`config.mk`:
```
export PLATFORM = sky130hd
export DESIGN_NAME = handheld_memory_map_with_mbc1_unit
export DESIGN_NICKNAME = d
export VERILOG_FILES = /design/src/rtl/core/hmmap_pkg.sv /design/src/rtl/core/hmmap_decode.sv /design/src/rtl/core/hmmap_bank_regs.sv /design/src/rtl/core/handheld_memory_map_with_mbc1_unit.sv
export SDC_FILE = /design/constraint.sdc
export NUM_CORES = 1
export LEC_CHECK = 0
export BUFFER_PORTS_ARGS = -buffer_cell sky130_fd_sc_hd__buf_2
export CAP_MARGIN = 20
export CORE_MARGIN = 5
export CORE_UTILIZATION = 30
export DETAILED_ROUTE_END_ITERATION = 16
export GPL_TIMING_DRIVEN = 0
export PLACE_DENSITY_LB_ADDON = 0.25
export SETUP_SLACK_MARGIN = 0.1
export SYNTH_ARGS = -nofsm -noshare
export SYNTH_HDL_FRONTEND = slang
export SYNTH_SLANG_ARGS = --single-unit
```
`constraint.sdc`:
```
create_clock -name i_clk -period 3.9 [get_ports i_clk]
set_input_delay 0.585 -clock i_clk [delete_from_list [all_inputs] [get_ports i_clk]]
set_output_delay 0.585 -clock i_clk [all_outputs]
set_load 0.1 [all_outputs]
```
`src/rtl/core/hmmap_pkg.sv`:
```
// Shared types and constants for the handheld memory map / MBC1 unit.
package hmmap_pkg;

    // Region codes reported with every decoded access
    typedef enum logic [3:0] {
        REGION_BOOT_ROM  = 4'd0,
        REGION_CART_ROM  = 4'd1,
        REGION_VRAM      = 4'd2,
        REGION_CART_RAM  = 4'd3,
        REGION_WORK_RAM  = 4'd4,
        REGION_OAM       = 4'd5,
        REGION_HIGH_RAM  = 4'd6,
        REGION_JOYPAD    = 4'd7,
        REGION_VIDEO_REG = 4'd8,
        REGION_INT_REG   = 4'd9,
        REGION_NONE      = 4'd10
    } t_region;

    localparam int unsigned ADDR_W     = 16;
    localparam int unsigned TARGET_W   = 21;
    localparam int unsigned DATA_W     = 8;
    localparam int unsigned BANK_MAX_W = 7;

    localparam logic [0:0] CMD_READ  = 1'b0;
    localparam logic [0:0] CMD_WRITE = 1'b1;

    localparam logic [DATA_W-1:0] CART_MBC1 = 8'h01;

    // Memory map boundaries
    localparam logic [ADDR_W-1:0] ADDR_ROM_BANKED = 16'h4000;
    localparam logic [ADDR_W-1:0] ADDR_VRAM       = 16'h8000;
    localparam logic [ADDR_W-1:0] ADDR_CART_RAM   = 16'hA000;
    localparam logic [ADDR_W-1:0] ADDR_WORK_RAM   = 16'hC000;
    localparam logic [ADDR_W-1:0] ADDR_OAM        = 16'hFE00;
    localparam logic [ADDR_W-1:0] ADDR_UNMAPPED   = 16'hFEA0;
    localparam logic [ADDR_W-1:0] ADDR_IO         = 16'hFF00;
    localparam logic [ADDR_W-1:0] ADDR_IF         = 16'hFF0F;
    localparam logic [ADDR_W-1:0] ADDR_VIDEO      = 16'hFF40;
    localparam logic [ADDR_W-1:0] ADDR_IO_END     = 16'hFF7F;
    localparam logic [ADDR_W-1:0] ADDR_IE         = 16'hFFFF;
    localparam logic [ADDR_W-1:0] ADDR_BOOT_END   = 16'h0100;
    localparam logic [ADDR_W-1:0] ADDR_ENTRY_END  = 16'h1000;

    // MBC1 control window, selected by address bits 14:13
    localparam logic [1:0] MBC_RAM_EN   = 2'd0;
    localparam logic [1:0] MBC_ROM_LOW  = 2'd1;
    localparam logic [1:0] MBC_ROM_HIGH = 2'd2;
    localparam logic [1:0] MBC_MODE     = 2'd3;

    localparam logic [3:0] RAM_EN_KEY = 4'hA;

    // Bank controller state seen by the decoder
    typedef struct packed {
        logic                  boot_overlay;
        logic [BANK_MAX_W-1:0] rom_window_bank;
        logic [1:0]            ram_bank;
        logic [DATA_W-1:0]     int_enable;
        logic [DATA_W-1:0]     int_flags;
    } t_bank_state;

    // Decoder result plus the state updates it asks for
    typedef struct packed {
        t_region               region;
        logic [TARGET_W-1:0]   target;
        logic                  strobe;
        logic [DATA_W-1:0]     read_value;
        logic                  mbc_wr;
        logic                  ie_wr;
        logic                  if_wr;
        logic                  boot_clear;
    } t_decode;

endpackage

```
`src/rtl/core/hmmap_decode.sv`:
```
// Address decoder: region select, address translation and internal register reads.
module hmmap_decode #(
    parameter int unsigned RAM_BANKS = 4
) (
    input  logic                              i_cmd,
    input  logic [hmmap_pkg::ADDR_W-1:0]      i_addr,
    input  logic                              i_pc_at_entry,
    input  hmmap_pkg::t_bank_state            i_state,
    output hmmap_pkg::t_decode                o_dec
);

    localparam logic [2:0] RAM_BANKS_C = 3'(RAM_BANKS);

    logic       wr;
    logic [2:0] ram_bank_mod;

    assign wr = (i_cmd == hmmap_pkg::CMD_WRITE);

    // ram_bank modulo bank count; at most three subtractions on a 2-bit value
    always_comb begin
        ram_bank_mod = {1'b0, i_state.ram_bank};
        for (int i = 0; i < 3; i++) begin
            if (ram_bank_mod >= RAM_BANKS_C) begin
                ram_bank_mod = ram_bank_mod - RAM_BANKS_C;
            end
        end
    end

    always_comb begin
        o_dec            = '0;
        o_dec.region     = hmmap_pkg::REGION_NONE;

        if (i_addr < hmmap_pkg::ADDR_VRAM) begin
            o_dec.region = hmmap_pkg::REGION_CART_ROM;
            if (wr) begin
                o_dec.target = 21'(i_addr);
                o_dec.mbc_wr = 1'b1;
            end else if (i_addr < hmmap_pkg::ADDR_ROM_BANKED) begin
                o_dec.target = 21'(i_addr);
                if (i_state.boot_overlay && (i_addr < hmmap_pkg::ADDR_BOOT_END)) begin
                    o_dec.region = hmmap_pkg::REGION_BOOT_ROM;
                end else begin
                    o_dec.boot_clear = i_state.boot_overlay && i_pc_at_entry &&
                                       (i_addr < hmmap_pkg::ADDR_ENTRY_END);
                end
            end else begin
                o_dec.target = {i_state.rom_window_bank, i_addr[13:0]};
            end
        end else if (i_addr < hmmap_pkg::ADDR_CART_RAM) begin
            o_dec.region = hmmap_pkg::REGION_VRAM;
            o_dec.target = 21'(i_addr[12:0]);
            o_dec.strobe = wr;
        end else if (i_addr < hmmap_pkg::ADDR_WORK_RAM) begin
            o_dec.region = hmmap_pkg::REGION_CART_RAM;
            o_dec.target = 21'({ram_bank_mod[1:0], i_addr[12:0]});
            o_dec.strobe = wr;
        end else if (i_addr < hmmap_pkg::ADDR_OAM) begin
            // includes the echo area
            o_dec.region = hmmap_pkg::REGION_WORK_RAM;
            o_dec.target = 21'(i_addr[12:0]);
            o_dec.strobe = wr;
        end else if (i_addr < hmmap_pkg::ADDR_UNMAPPED) begin
            o_dec.region = hmmap_pkg::REGION_OAM;
            o_dec.target = 21'(i_addr[7:0]);
            o_dec.strobe = wr;
        end else if (i_addr < hmmap_pkg::ADDR_IO) begin
            o_dec.region = hmmap_pkg::REGION_NONE;
        end else if (i_addr == hmmap_pkg::ADDR_IE) begin
            o_dec.region     = hmmap_pkg::REGION_INT_REG;
            o_dec.target     = 21'(i_addr[7:0]);
            o_dec.ie_wr      = wr;
            o_dec.read_value = wr ? '0 : i_state.int_enable;
        end else if (i_addr > hmmap_pkg::ADDR_IO_END) begin
            o_dec.region = hmmap_pkg::REGION_HIGH_RAM;
            o_dec.target = 21'(i_addr[6:0]);
            o_dec.strobe = wr;
        end else if (i_addr == hmmap_pkg::ADDR_IO) begin
            o_dec.region = hmmap_pkg::REGION_JOYPAD;
            o_dec.strobe = wr;
        end else if (i_addr == hmmap_pkg::ADDR_IF) begin
            o_dec.region     = hmmap_pkg::REGION_INT_REG;
            o_dec.target     = 21'(i_addr[7:0]);
            o_dec.if_wr      = wr;
            o_dec.read_value = wr ? '0 : i_state.int_flags;
        end else if (i_addr >= hmmap_pkg::ADDR_VIDEO) begin
            o_dec.region = hmmap_pkg::REGION_VIDEO_REG;
            o_dec.target = 21'(i_addr[5:0]);
            o_dec.strobe = wr;
        end
    end

endmodule

```
`src/rtl/core/hmmap_bank_regs.sv`:
```
// MBC1 bank registers, boot overlay flag, IE/IF and the cartridge type register.
module hmmap_bank_regs #(
    parameter int unsigned ROM_BANK_BITS = 7
) (
    input  logic                            i_clk,
    input  logic                            i_rst_n,
    input  logic                            i_cfg_we,
    input  logic [hmmap_pkg::DATA_W-1:0]    i_cfg_data,
    input  logic                            i_fire,
    input  hmmap_pkg::t_decode              i_dec,
    input  logic [1:0]                      i_mbc_sel,
    input  logic [hmmap_pkg::DATA_W-1:0]    i_wr_data,
    output hmmap_pkg::t_bank_state          o_state,
    output logic                            o_ram_enable_next
);

    localparam int unsigned BW = hmmap_pkg::BANK_MAX_W;

    logic [hmmap_pkg::DATA_W-1:0] r_cart_type;
    logic                         r_boot_overlay, n_boot_overlay;
    logic [ROM_BANK_BITS-1:0]     r_rom_bank, n_rom_bank;
    logic [ROM_BANK_BITS-1:0]     r_rom_window_bank, n_rom_window_bank;
    logic [1:0]                   r_ram_bank, n_ram_bank;
    logic                         r_ram_enable, n_ram_enable;
    logic                         r_bank_mode, n_bank_mode;
    logic [hmmap_pkg::DATA_W-1:0] r_int_enable, n_int_enable;
    logic [hmmap_pkg::DATA_W-1:0] r_int_flags, n_int_flags;

    logic          mbc_en;
    logic [BW-1:0] rom_bank_full;
    logic [BW-1:0] bank_new;
    logic [4:0]    low_bits;

    assign mbc_en        = i_fire && i_dec.mbc_wr && (r_cart_type == hmmap_pkg::CART_MBC1);
    assign rom_bank_full = BW'(r_rom_bank);
    assign low_bits      = (i_wr_data[4:0] == 5'd0) ? 5'd1 : i_wr_data[4:0];

    always_comb begin
        n_boot_overlay    = r_boot_overlay;
        n_rom_bank        = r_rom_bank;
        n_rom_window_bank = r_rom_window_bank;
        n_ram_bank        = r_ram_bank;
        n_ram_enable      = r_ram_enable;
        n_bank_mode       = r_bank_mode;
        n_int_enable      = r_int_enable;
        n_int_flags       = r_int_flags;
        bank_new          = rom_bank_full;

        if (i_fire && i_dec.boot_clear) begin
            n_boot_overlay = 1'b0;
        end
        if (i_fire && i_dec.ie_wr) begin
            n_int_enable = i_wr_data;
        end
        if (i_fire && i_dec.if_wr) begin
            n_int_flags = i_wr_data;
        end

        if (mbc_en) begin
            case (i_mbc_sel)
                hmmap_pkg::MBC_RAM_EN: begin
                    n_ram_enable = (i_wr_data[3:0] == hmmap_pkg::RAM_EN_KEY);
                end
                hmmap_pkg::MBC_ROM_LOW: begin
                    bank_new          = {rom_bank_full[6:5], low_bits};
                    n_rom_bank        = bank_new[ROM_BANK_BITS-1:0];
                    n_rom_window_bank = bank_new[ROM_BANK_BITS-1:0];
                end
                hmmap_pkg::MBC_ROM_HIGH: begin
                    if (r_bank_mode) begin
                        n_ram_bank = i_wr_data[1:0];
                    end else begin
                        bank_new          = {i_wr_data[1:0], rom_bank_full[4:0]};
                        n_rom_bank        = bank_new[ROM_BANK_BITS-1:0];
                        n_rom_window_bank = bank_new[ROM_BANK_BITS-1:0];
                    end
                end
                hmmap_pkg::MBC_MODE: begin
                    n_bank_mode = i_wr_data[0];
                end
                default: begin
                    n_bank_mode = r_bank_mode;
                end
            endcase
        end
    end

    always_ff @(posedge i_clk) begin
        if (!i_rst_n) begin
            r_cart_type       <= '0;
            r_boot_overlay    <= 1'b1;
            r_rom_bank        <= '0;
            r_rom_window_bank <= ROM_BANK_BITS'(1);
            r_ram_bank        <= '0;
            r_ram_enable      <= 1'b0;
            r_bank_mode       <= 1'b0;
            r_int_enable      <= '0;
            r_int_flags       <= '0;
        end else begin
            if (i_cfg_we) begin
                r_cart_type <= i_cfg_data;
            end
            r_boot_overlay    <= n_boot_overlay;
            r_rom_bank        <= n_rom_bank;
            r_rom_window_bank <= n_rom_window_bank;
            r_ram_bank        <= n_ram_bank;
            r_ram_enable      <= n_ram_enable;
            r_bank_mode       <= n_bank_mode;
            r_int_enable      <= n_int_enable;
            r_int_flags       <= n_int_flags;
        end
    end

    always_comb begin
        o_state.boot_overlay    = r_boot_overlay;
        o_state.rom_window_bank = BW'(r_rom_window_bank);
        o_state.ram_bank        = r_ram_bank;
        o_state.int_enable      = r_int_enable;
        o_state.int_flags       = r_int_flags;
    end

    assign o_ram_enable_next = n_ram_enable;

endmodule

```
`src/rtl/core/handheld_memory_map_with_mbc1_unit.sv`:
```
// Top level: memory map decoder with MBC1 bank control and IE/IF registers.
// Each accepted bus transaction is captured in an input register, decoded
// against the current bank state and written to the result register when that
// register can take it; bank, boot overlay and IE/IF updates take effect at that
// same edge, so the next transaction already sees them. Throughput is one
// transaction per clock while i_out_stall is low; a transaction passes through
// the input register before the result register takes it. o_in_stall rises
// only while the input register is full and the result register is held by
// i_out_stall. Configuration writes (cartridge type; 1 enables MBC1 control
// writes) are always ready and must be issued only while no transaction is in
// flight. ram_enabled reports the RAM enable flag after the transaction;
// cartridge RAM accesses are not gated by it.
module handheld_memory_map_with_mbc1_unit #(
    parameter int unsigned ROM_BANK_BITS = 7,
    parameter int unsigned RAM_BANKS     = 4
) (
    input  logic                            i_clk,
    input  logic                            i_rst_n,
    input  logic                            i_cfg_valid,
    output logic                            o_cfg_ready,
    input  logic [hmmap_pkg::DATA_W-1:0]    i_cfg_data,
    input  logic                            i_in_valid,
    output logic                            o_in_stall,
    input  logic                            i_cmd,
    input  logic [hmmap_pkg::ADDR_W-1:0]    i_bus_addr,
    input  logic [hmmap_pkg::DATA_W-1:0]    i_wr_data,
    input  logic                            i_pc_at_entry,
    output logic                            o_out_valid,
    input  logic                            i_out_stall,
    output logic [3:0]                      o_region,
    output logic [hmmap_pkg::TARGET_W-1:0]  o_target_addr,
    output logic                            o_write_strobe,
    output logic [hmmap_pkg::DATA_W-1:0]    o_read_value,
    output logic                            o_ram_enabled
);

    logic                            r_s1_valid;
    logic                            r_s1_cmd;
    logic [hmmap_pkg::ADDR_W-1:0]    r_s1_addr;
    logic [hmmap_pkg::DATA_W-1:0]    r_s1_data;
    logic                            r_s1_pc;

    logic                            r_out_valid;
    logic [3:0]                      r_region;
    logic [hmmap_pkg::TARGET_W-1:0]  r_target;
    logic                            r_strobe;
    logic [hmmap_pkg::DATA_W-1:0]    r_read_value;
    logic                            r_ram_enabled;

    logic                   s1_adv;
    logic                   s1_take;
    logic                   fire;
    hmmap_pkg::t_decode     dec;
    hmmap_pkg::t_bank_state state;
    logic                   ram_enable_next;

    assign o_cfg_ready = 1'b1;

    assign s1_adv     = !r_out_valid || !i_out_stall;
    assign o_in_stall = r_s1_valid && !s1_adv;
    assign s1_take    = i_in_valid && !o_in_stall;
    assign fire       = r_s1_valid && s1_adv;

    hmmap_decode #(
        .RAM_BANKS (RAM_BANKS)
    ) u_decode (
        .i_cmd         (r_s1_cmd),
        .i_addr        (r_s1_addr),
        .i_pc_at_entry (r_s1_pc),
        .i_state       (state),
        .o_dec         (dec)
    );

    hmmap_bank_regs #(
        .ROM_BANK_BITS (ROM_BANK_BITS)
    ) u_bank_regs (
        .i_clk             (i_clk),
        .i_rst_n           (i_rst_n),
        .i_cfg_we          (i_cfg_valid && o_cfg_ready),
        .i_cfg_data        (i_cfg_data),
        .i_fire            (fire),
        .i_dec             (dec),
        .i_mbc_sel         (r_s1_addr[14:13]),
        .i_wr_data         (r_s1_data),
        .o_state           (state),
        .o_ram_enable_next (ram_enable_next)
    );

    always_ff @(posedge i_clk) begin
        if (!i_rst_n) begin
            r_s1_valid  <= 1'b0;
            r_out_valid <= 1'b0;
        end else begin
            r_s1_valid  <= s1_take || (r_s1_valid && !s1_adv);
            r_out_valid <= fire || (r_out_valid && i_out_stall);
        end
    end

    always_ff @(posedge i_clk) begin
        if (s1_take) begin
            r_s1_cmd  <= i_cmd;
            r_s1_addr <= i_bus_addr;
            r_s1_data <= i_wr_data;
            r_s1_pc   <= i_pc_at_entry;
        end
        if (fire) begin
            r_region      <= dec.region;
            r_target      <= dec.target;
            r_strobe      <= dec.strobe;
            r_read_value  <= dec.read_value;
            r_ram_enabled <= ram_enable_next;
        end
    end

    assign o_out_valid    = r_out_valid;
    assign o_region       = r_region;
    assign o_target_addr  = r_target;
    assign o_write_strobe = r_strobe;
    assign o_read_value   = r_read_value;
    assign o_ram_enabled  = r_ram_enabled;

endmodule

```
# [After elaboration in Yosys (flattened, before gate mapping)]
# Index checks and enable logic that the tools add are counted.
[op_classes] n_lt_le_gt_ge=11 eq_ne=9 n_mux=63 bitwise_logic=3 n_reduce_logical=28
[op_table] op="two-way mux 26 bit" n=16
[op_table] op="two-way mux 25 bit" n=4
[op_table] op="< comparator 16 bit (second input constant)" n=6
[op_table] op="two-way mux 21 bit" n=3
[op_table] op="equality test 16 bit (second input constant)" n=3
[op_table] op="two-way mux 8 bit" n=6
[op_table] op="two-way mux 30 bit" n=1
[op_table] op="case mux 7 bit (2 select lines)" n=2
[op_table] op="two-way mux 24 bit" n=1
[op_table] op="two-way mux 1 bit" n=17
[op_table] op="greater-or-equal comparator 16 bit (second input constant)" n=1
[op_table] op="greater-than comparator 16 bit (second input constant)" n=1
[op_table] op="< comparator 16 x 13 -> 1 bit (second input constant)" n=1
[op_table] op="< comparator 16 x 15 -> 1 bit (second input constant)" n=1
[op_table] op="< comparator 16 x 9 -> 1 bit (second input constant)" n=1
[op_table] op="two-way mux 4 bit" n=4
[op_table] op="two-way mux 7 bit" n=2
[op_table] op="logical AND 1 bit" n=12
[op_table] op="two-way mux 2 bit" n=6
[op_table] op="AND reduction 3 bit" n=3
[op_table] op="equality test 8 x 1 -> 1 bit (second input constant)" n=1
[op_table] op="OR reduction 6 bit" n=1
[op_table] op="logical NOT 5 bit" n=1
[op_table] op="two-way mux 5 bit" n=1
[op_table] op="other kinds (11)" n=19
[totals] register_bits=106 output_inout_bits=38 elab_cells=135

# [Longest topological paths before layout]
# Gate-level depths: netlist of run 1.
[depth] ltp_word=24 mapped_depth=6 depth_no_buf=4

# [Modules after synthesis]
# Synthesis of run 1 repeated with hierarchy kept, for this count alone.
[hier_totals] cells_unflattened=357 area_unflattened_um2=4395.5
[modules_own_cells] module="handheld_memory_map_with_mbc1_unit" instances=1 cells_per_inst=71 area_each_um2=1926.8
[modules_own_cells] module="hmmap_bank_regs" instances=1 cells_per_inst=186 area_each_um2=1811.7
[modules_own_cells] module="hmmap_decode" instances=1 cells_per_inst=100 area_each_um2=656.9

# [Worst setup path before layout of run 1]
# OpenSTA, ideal clock, no wires.
[synth_path] kind="register -> register" start="register r_out_valid (netlist: o_out_valid)" end="register u_bank_regs.r_rom_window_bank[0]" arrival_ns=3.094 required_ns=3.779 path_slack_ns=0.685 path_stages_with_launch=6 n_path_buf=1 period_less_slack_ns=3.215 cell_sequence="dfxtp_1 > a21boi_2 > nand3_2 > or3b_1 > buf_6 > mux2_4"
[synth_between] elab_chain_cells=6
[synth_lines] item="start: declaration" line="handheld_memory_map_with_mbc1_unit.sv:43" source="logic r_out_valid;"
[synth_lines] item="start signal: assignment" line="handheld_memory_map_with_mbc1_unit.sv:95" source="r_out_valid <= fire || (r_out_valid && i_out_stall);"
[synth_lines] item="logical NOT 1 bit" line="handheld_memory_map_with_mbc1_unit.sv:59" source="assign s1_adv = !r_out_valid || !i_out_stall;"
[synth_lines] item="logical OR 1 bit" line="handheld_memory_map_with_mbc1_unit.sv:59"
[synth_lines] item="logical AND 1 bit" line="handheld_memory_map_with_mbc1_unit.sv:62" source="assign fire = r_s1_valid && s1_adv;"
[synth_lines] item="named net fire" line="handheld_memory_map_with_mbc1_unit.sv:52" source="logic fire;"
[synth_lines] item="logical AND 1 bit (2 in series)" line="hmmap_bank_regs.sv:34" source="assign mbc_en = i_fire && i_dec.mbc_wr && (r_cart_type == hmmap_pkg::CART_MBC1);"
[synth_lines] item="AND reduction 3 bit (no line)"
[synth_lines] item="end signal: assignment" line="hmmap_bank_regs.sv:105" source="r_rom_window_bank <= n_rom_window_bank;"
[synth_lines] item="end: declaration" line="hmmap_bank_regs.sv:22" source="logic [ROM_BANK_BITS-1:0] r_rom_window_bank, n_rom_window_bank;"
# The timed path passes the listed nets, and every way through them passes these cells.
# A chain may end at the register's enable or synchronous reset.

# [Final worst setup path of run 1]
[layout_path] start="register r_s1_valid" end="register u_bank_regs.r_rom_window_bank[0]"
[layout_between] elab_chain_cells=4
[layout_lines] item="start: declaration" line="handheld_memory_map_with_mbc1_unit.sv:37" source="logic r_s1_valid;"
[layout_lines] item="start signal: assignment" line="handheld_memory_map_with_mbc1_unit.sv:94" source="r_s1_valid <= s1_take || (r_s1_valid && !s1_adv);"
[layout_lines] item="logical AND 1 bit" line="handheld_memory_map_with_mbc1_unit.sv:62"
[layout_lines] item="named net fire" line="handheld_memory_map_with_mbc1_unit.sv:52"
[layout_lines] item="logical AND 1 bit (2 in series)" line="hmmap_bank_regs.sv:34"
[layout_lines] item="AND reduction 3 bit (no line)"
# The timed path passes the listed nets, and every way through them passes these cells.

==> results of run 1 <==
worst max-delay path by stage:
stage,startpoint,endpoint,slack [ns]
2_1_floorplan,o_out_valid,u_bank_regs.r_rom_window_bank[0],0.69
3_3_place_gp,i_out_stall,u_bank_regs.r_rom_window_bank[0],-0.08
3_5_place_dp,i_out_stall,u_bank_regs.r_rom_window_bank[0],1.22
4_1_cts,r_s1_valid,u_bank_regs.r_rom_window_bank[0],1.56
5_1_grt,r_s1_valid,u_bank_regs.r_rom_window_bank[0],1.44
6_report,r_s1_valid,u_bank_regs.r_rom_window_bank[0],1.59
stage by stage:
| step | util [%] | worst slack, ns | hold slack, ns |
|---|---|---|---|
| final | 36.8 | 1.59 | 0.410 |
| after CTS | 36.8 | 1.56 | 0.392 |
| after floorplan | - | 0.685 | 0.431 |
| after global placement | 34.4 | -0.0847 | 0.439 |
| after global routing | 36.8 | 1.44 | 0.395 |
| after detailed placement | 34.6 | 1.22 | 0.447 |
registers in the layout (all words and copies together) (netlist names):
signal                         flops
o_target_addr                     21
r_s1_addr                         16
o_read_value                       8
r_s1_data                          8
u_bank_regs.r_cart_type            8
u_bank_regs.r_int_enable           8
u_bank_regs.r_int_flags            8
u_bank_regs.r_rom_bank             7
u_bank_regs.r_rom_window_bank      7
o_region                           4
u_bank_regs.r_ram_bank             2
o_out_valid                        1
o_ram_enabled                      1
o_write_strobe                     1
r_s1_cmd                           1
r_s1_pc                            1
r_s1_valid                         1
u_bank_regs.r_bank_mode            1
u_bank_regs.r_boot_overlay         1
u_bank_regs.r_ram_enable           1
Yosys cell counts, types with 2 or more instances:
master,count
inv_1,2
a32oi_1,8
nand4_1,4
nand2b_1,5
buf_2,3
a21oi_1,5
o21ai_0,6
edfxtp_1,61
nor3_1,6
o31a_1,2
o311ai_0,2
nor4_1,8
o21a_1,3
and4_1,3
and3_1,2
nand3_1,2
and2_1,12
dfxtp_1,45
or2_2,3
nor2b_1,16
nor3_4,2
buf_6,2
nor2_1,16
clkbuf_1,14
mux2i_1,39
mux2_2,6
nand2_1,52
metal layers:
layer	part of all wire, %	GRT usage, %	up-vias
met5	0	0	-
met4	1.9	5.63	0
met3	5.8	3.17	14
met2	47	20.3	86
met1	45	15.8	1411
li1	-	-	1457
power by group through the flow:
stage	clock [uW]	sequential, uW	combinational [uW]
final	948	1250	263
after global routing	1030	1250	280
after CTS	979	1250	266
after detailed placement	0	1270	266
after global placement	0	1270	259
after floorplan	0	1390	79.7
cell families after synthesis:
logic type | Yosys count | share of synthesized area [%]
AOI/OAI and AO/OA | 37 | 6.33
buffers and inverters | 22 | 2.42
DFF | 106 | 62.8
muxes | 46 | 10.9
other | 1 | 0.0862
and+or+nand+nor | 140 | 17.4
area by class of cell:
type | count | area, um2 | share of cell area, %
flip-flops and latches | 106 | 2730 | 51.7
multi-input cells | 224 | 1530 | 28.8
repair buffers | 74 | 385 | 7.29
well taps | 184 | 230 | 4.35
clock buffers | 10 | 229 | 4.33
plain buffers | 20 | 97.6 | 1.85
clock inverters | 6 | 81.3 | 1.54
inverters | 2 | 7.51 | 0.142
==> metrics.md, run 1 <==
| Metric | Value |
|---|---|
| Status | completed |
| Chip width | around 130 um |
| Hold Buf Count CTS | 0 |
| Core ar. | ~14000 um2 |
| Post-CTS Setup Bufs | 0 |
| Max Fclk | around 430 MHz |
| # DRC | 0 |
| Comb pwr share | between 10% and 20% |
| Number of cells on the critical path | 6 |
| Pre-antenna DRT Iters | 4 |
| Reg-to-Reg Start | r_s1_valid |
| Slew headroom | between 40% and 50% |
| Worst hold start | i_bus_addr[12] |
| Post-synth EDFFs | slightly above 60 |
| Flop pwr share | about half |
| Die Ht | 130 um |
| Worst vdd ir | roughly 230 uV |
| CTS sink count | about 110 |
| Sequential area share after synthesis | 62.8% |
| Vias per inst | 4.74 |
| Hold Path End | r_s1_addr[12] |
| Congestion Overflow GR | 0 |
| # diodes | 0 |
| Syn nets | approximately 400 |
| Post-Syn Area | roughly 4300 um2 |
| Synth unique cells | 50 |
| DR vias | between 2000 and 3000 |
| Crit path launch type | flip-flop |
| Layout fillers | approximately 1400 |
| Worst path top cell family by delay | simple AND/OR/NAND/NOR gates |
| Fin crit period | 2.31 ns |
| Yosys top cell area share | between 40% and 50% |
| Clock Latency Late Sink | 0.35 ns |
| RSZ-0062 raised after global routing | false |
| Vias in the first global route | between 3000 and 4000 |
| Final Cycle Share | between 50% and 60% |
| Max-slew violations | 0 |
| Critical path class | reg -> reg |
| Crit-path max FO | 26 |
| Initial antenna violation count | 0 |
| Nets | about 480 |
| Final setup fails | 0 |
| # placed instances | 610 |
| Cell Pwr Density | around 460 nW/um2 |
| Critical path cell sequence | a21boi_4 -> buf_12 -> nand3_2 -> or3b_1 -> buf_6 -> mux2_4 |
| R2r endpoint | u_bank_regs.r_rom_window_bank[0] |
| Sw Share | roughly 25% |
| Crit path DAT | between 2 and 3 ns |
| Path type of the worst min-delay path | in -> reg |
| Iteration-0 DRC Markers | about 200 |
| Worst path max stage delay | 0.49 ns |
| Clock power frac | between 30% and 40% |
| Number of max-cap violations | 0 |
| Final std cell area, no fill | approximately 5300 um2 |
| Area after DPL | between 4000 and 5000 um2 |
| Top_reg_cell synth | edfxtp_1 |
| R2r setup slk | between 1.5 and 2 ns |
| Synth warn | 0 |
| CTS Buf Count | 9 |
| Clock transition at path regs | 0.07 ns |
| Total GRT Usage | 12.5% |
| CTS tree | built |
| Post-DP HPWL | 7.13 mm |
| Buf/Inv on CP | 2 |
| First-pass GRT wire length | ~16 mm |
| Critical path's slowest cell | a21boi_4 |
| Syn-to-layout area delta | 21.6% |
| Commonest non-fill, non-tap cell in the layout | buf_2 |
| Clk buf depth | 2 |
| Commonest non-fill, non-tap cells in the layout | buf_2, edfxtp_1, nand2_1 |
| Setup_tns | 0 ns |
| Worst slew pin tran | around 0.84 ns |
| WL per Instance | ~16 um |
| Async set or reset register ratio after synthesis | 0% |
| DRT antenna net count | 0 |
| Die area | 17000 um2 |
| GPL Wtd Cong | 0.746 |
| Initial Util | between 30% and 40% |
| H-tree depth | 3 |
| Largest net degree at the start of global routing | 27 |
| Final hold violations | 0 |
| Register bit count reported by yosys | around 110 |
| Non-filler cells in the finished layout | 626 |
| DRT Wirelength | ~9.9 mm |
| P_leak | just under 0.002 uW |
| Port Buf Inserts | 73 |
| Post-Route Skew | 0.00582 ns |
| Top Ports | 77 |
| NetSw | between 600 and 700 uW |
| Worst Path Required | just over 4 ns |
| CTS-repair resized insts | 0 |
| Fraction of layout cells with a size suffix above 1 | 25.3% |
| Tot Pwr | approximately 2500 uW |
| Power Internal | ~1800 uW |
| Syn Inst Count | about 350 |
| Synth Area per Inst | around 12 um2 |
| Synth area leader | edfxtp_1 |
| Crit end category | flip-flop |
| Top cells by area, synth | edfxtp_1, dfxtp_1, mux2i_1 |
| CTS root buffer | clkbuf_16 |
| Reg2reg path depth | 6 |
| Hold Crit Depth | 1 |
| Rows | 44 |
Power figures use the tool's default switching activity.
==> inputs of run 2 (changes only) <==
==> constraint.sdc (replaced) <==
create_clock -name i_clk -period 2.3 [get_ports i_clk]
set_input_delay 0.345 -clock i_clk [delete_from_list [all_inputs] [get_ports i_clk]]
set_output_delay 0.345 -clock i_clk [all_outputs]
set_load 0.1 [all_outputs]
==> metrics.md, run 2 (synthesized netlist as in run 1, its figures left out) <==
| Metric | Value |
|---|---|
| GPL Wtd Cong | approximately 0.76 |
| First-pass GRT wire length | 16.0 mm |
| Chip width | approximately 130 um |
| # DRC | 0 |
| Max Fclk | about 500 MHz |
| WHS | roughly 0.17 ns |
| Path type of the worst min-delay path | in -> reg |
| Initial antenna violation count | 0 |
| Final hold violations | 0 |
| Fraction of layout cells with a size suffix above 1 | a little over a quarter |
| Sw Share | between 20 and 25% |
| GRT met2 Usage | 19.8% |
| CTS root buffer | clkbuf_16 |
| Setup WS post-layout | around 0.29 ns |
| Gr busiest metal | met2 |
| Clock power frac | 39.1% |
| Worst slew pin tran | slightly above 0.8 ns |
| H-tree depth | 3 |
| # diodes | 0 |
| Clock Latency Late Sink | 0.35 ns |
| Final Cycle Share | between 80% and 90% |
| Post-Route Skew | between 0.009 and 0.01 ns |
| Crit path DAT | about 2.1 ns |
| Crit path launch type | flip-flop |
| Power Internal | 3160 uW |
| Max reg flops | 21 |
| Final std cell area, no fill | roughly 5400 um2 |
| Post-DP HPWL | ~7.1 mm |
| Pre-CTS setup slack | -0.00966 ns |
| Status | completed |
| Total GRT Usage | around 12% |
| Hold Buf Count CTS | 0 |
| Met3 Use GR | approximately 3.2% |
| WL per Instance | between 15 and 20 um |
| Vias per inst | between 4 and 5 |
| Number of max-cap violations | 0 |
| Clk buf depth | 2 |
| P_leak | just under 0.002 uW |
| Congestion Overflow GR | 0 |
| Slew headroom | roughly 45% |
| Cell Pwr Density | about 790 nW/um2 |
| Commonest non-fill, non-tap cell in the layout | buf_2 |
| Rows | between 40 and 50 |
| Global-route track usage on met1 | 15.8% |
| Max-slew violations | 0 |
| DRT antenna net count | 0 |
| Worst vdd ir | a little over 300 uV |
| Area after DPL | 4990 um2 |
| Crit end category | flip-flop |
| Critical path class | reg -> reg |
| DR vias | around 3000 |
| Commonest non-fill, non-tap cells in the layout | buf_2, edfxtp_1, nand2_1 |
| DRT Wirelength | just under 10 mm |
| Nets | approximately 480 |
| CTS Buf Count | 9 |
| RSZ-0062 raised after global routing | false |
| Final setup fails | 0 |
| Worst Path Required | approximately 2.4 ns |
| Initial Util | 30.3% |
| Setup_tns | 0 ns |
| Die Ht | approximately 130 um |
| Die area | 17000 um2 |
| Vias in the first global route | roughly 3000 |
| NetSw | approximately 1000 uW |
| Core ar. | ~14000 um2 |
| Comb pwr share | roughly a tenth |
| Fin crit period | between 2 and 2.5 ns |
| Top Ports | 77 |
| Flop pwr share | between 50% and 60% |
| Crit-path max FO | 10 |
| R2r setup slk | a little under 0.3 ns |
| Port Buf Inserts | 73 |
| Iteration-0 DRC Markers | about 210 |
| Pre-antenna DRT Iters | 4 |
| CTS sink count | 106 |
| CTS tree | built |
| Syn-to-layout area delta | 23.1% |
| Largest net degree at the start of global routing | 28 |
| Clock transition at path regs | about 0.070 ns |
[run 2: cell types whose count changed in the layout (fill, tap and decap cells not counted), sizes merged]
| cell | previous run | this run |
|---|---|---|
| buf | 80 | 83 |
| clkinv | 4 | 2 |
| clkbuf | 24 | 25 |
| inv | 2 | 3 |
[run 2: power groups by stage]
stage,clock (uW),sequential (uW),combinational [uW]
6_report,1640,2110,448
5_1_grt,1770,2120,476
4_1_cts,1700,2110,452
3_5_place_dp,0,2150,451
3_3_place_gp,0,2150,443
2_1_floorplan,0,2350,139
[run 2: worst paths after layout]
| kind | cells past startpoint | startpoint | endpoint |
|---|---|---|---|
| hold reg to reg | 2 | u_bank_regs.r_rom_window_bank[4] | u_bank_regs.r_rom_window_bank[4] |
| hold / removal | 1 | i_cmd | r_s1_cmd |
| setup / recovery | 5 | r_s1_addr[15] | o_write_strobe |
| setup reg to reg | 5 | r_s1_addr[15] | o_write_strobe |
[run 2: worst max-delay path: stages, from the launching register on]
cell and delay (ns):
edfxtp_1 0.43, buf_2 0.26, nand3_1 0.17, nor2_2 0.34, nand2_1 0.18, o311a_1 0.38
[run 2: metrics by stage]
stage,total power [uW],utilization (%),std cells
after floorplan,2490,-,352
after global placement,2600,34.6,609
after detailed placement,2610,34.7,610
after CTS,4260,37.1,628
after global routing,4370,37.3,629
final,4200,37.3,629
[run 2: metal layers]
layer | up-vias | part of all wire [%]
li1 | 1469 | -
met1 | 1434 | 46
met2 | 70 | 47
met3 | 11 | 5.4
met4 | 0 | 1.8
met5 | - | 0
[run 2: final cells by class]
type | instances | area [um2]
clock buffer | 11 | 243
multi-input combinational | 224 | 1540
timing repair buffer | 77 | 420
clock inverter | 5 | 76.3
fill | 1403 | 9020
inverter | 2 | 7.51
buffer | 20 | 97.6
tap | 184 | 230
sequential | 106 | 2740
[run 2: what timing repair did]
action	in CTS	in global routing
endpoints found under the setup margin	7	15
cloned	0	0
gates resized for setup	0	2
buffers inserted	2	1
pin swaps	1	1
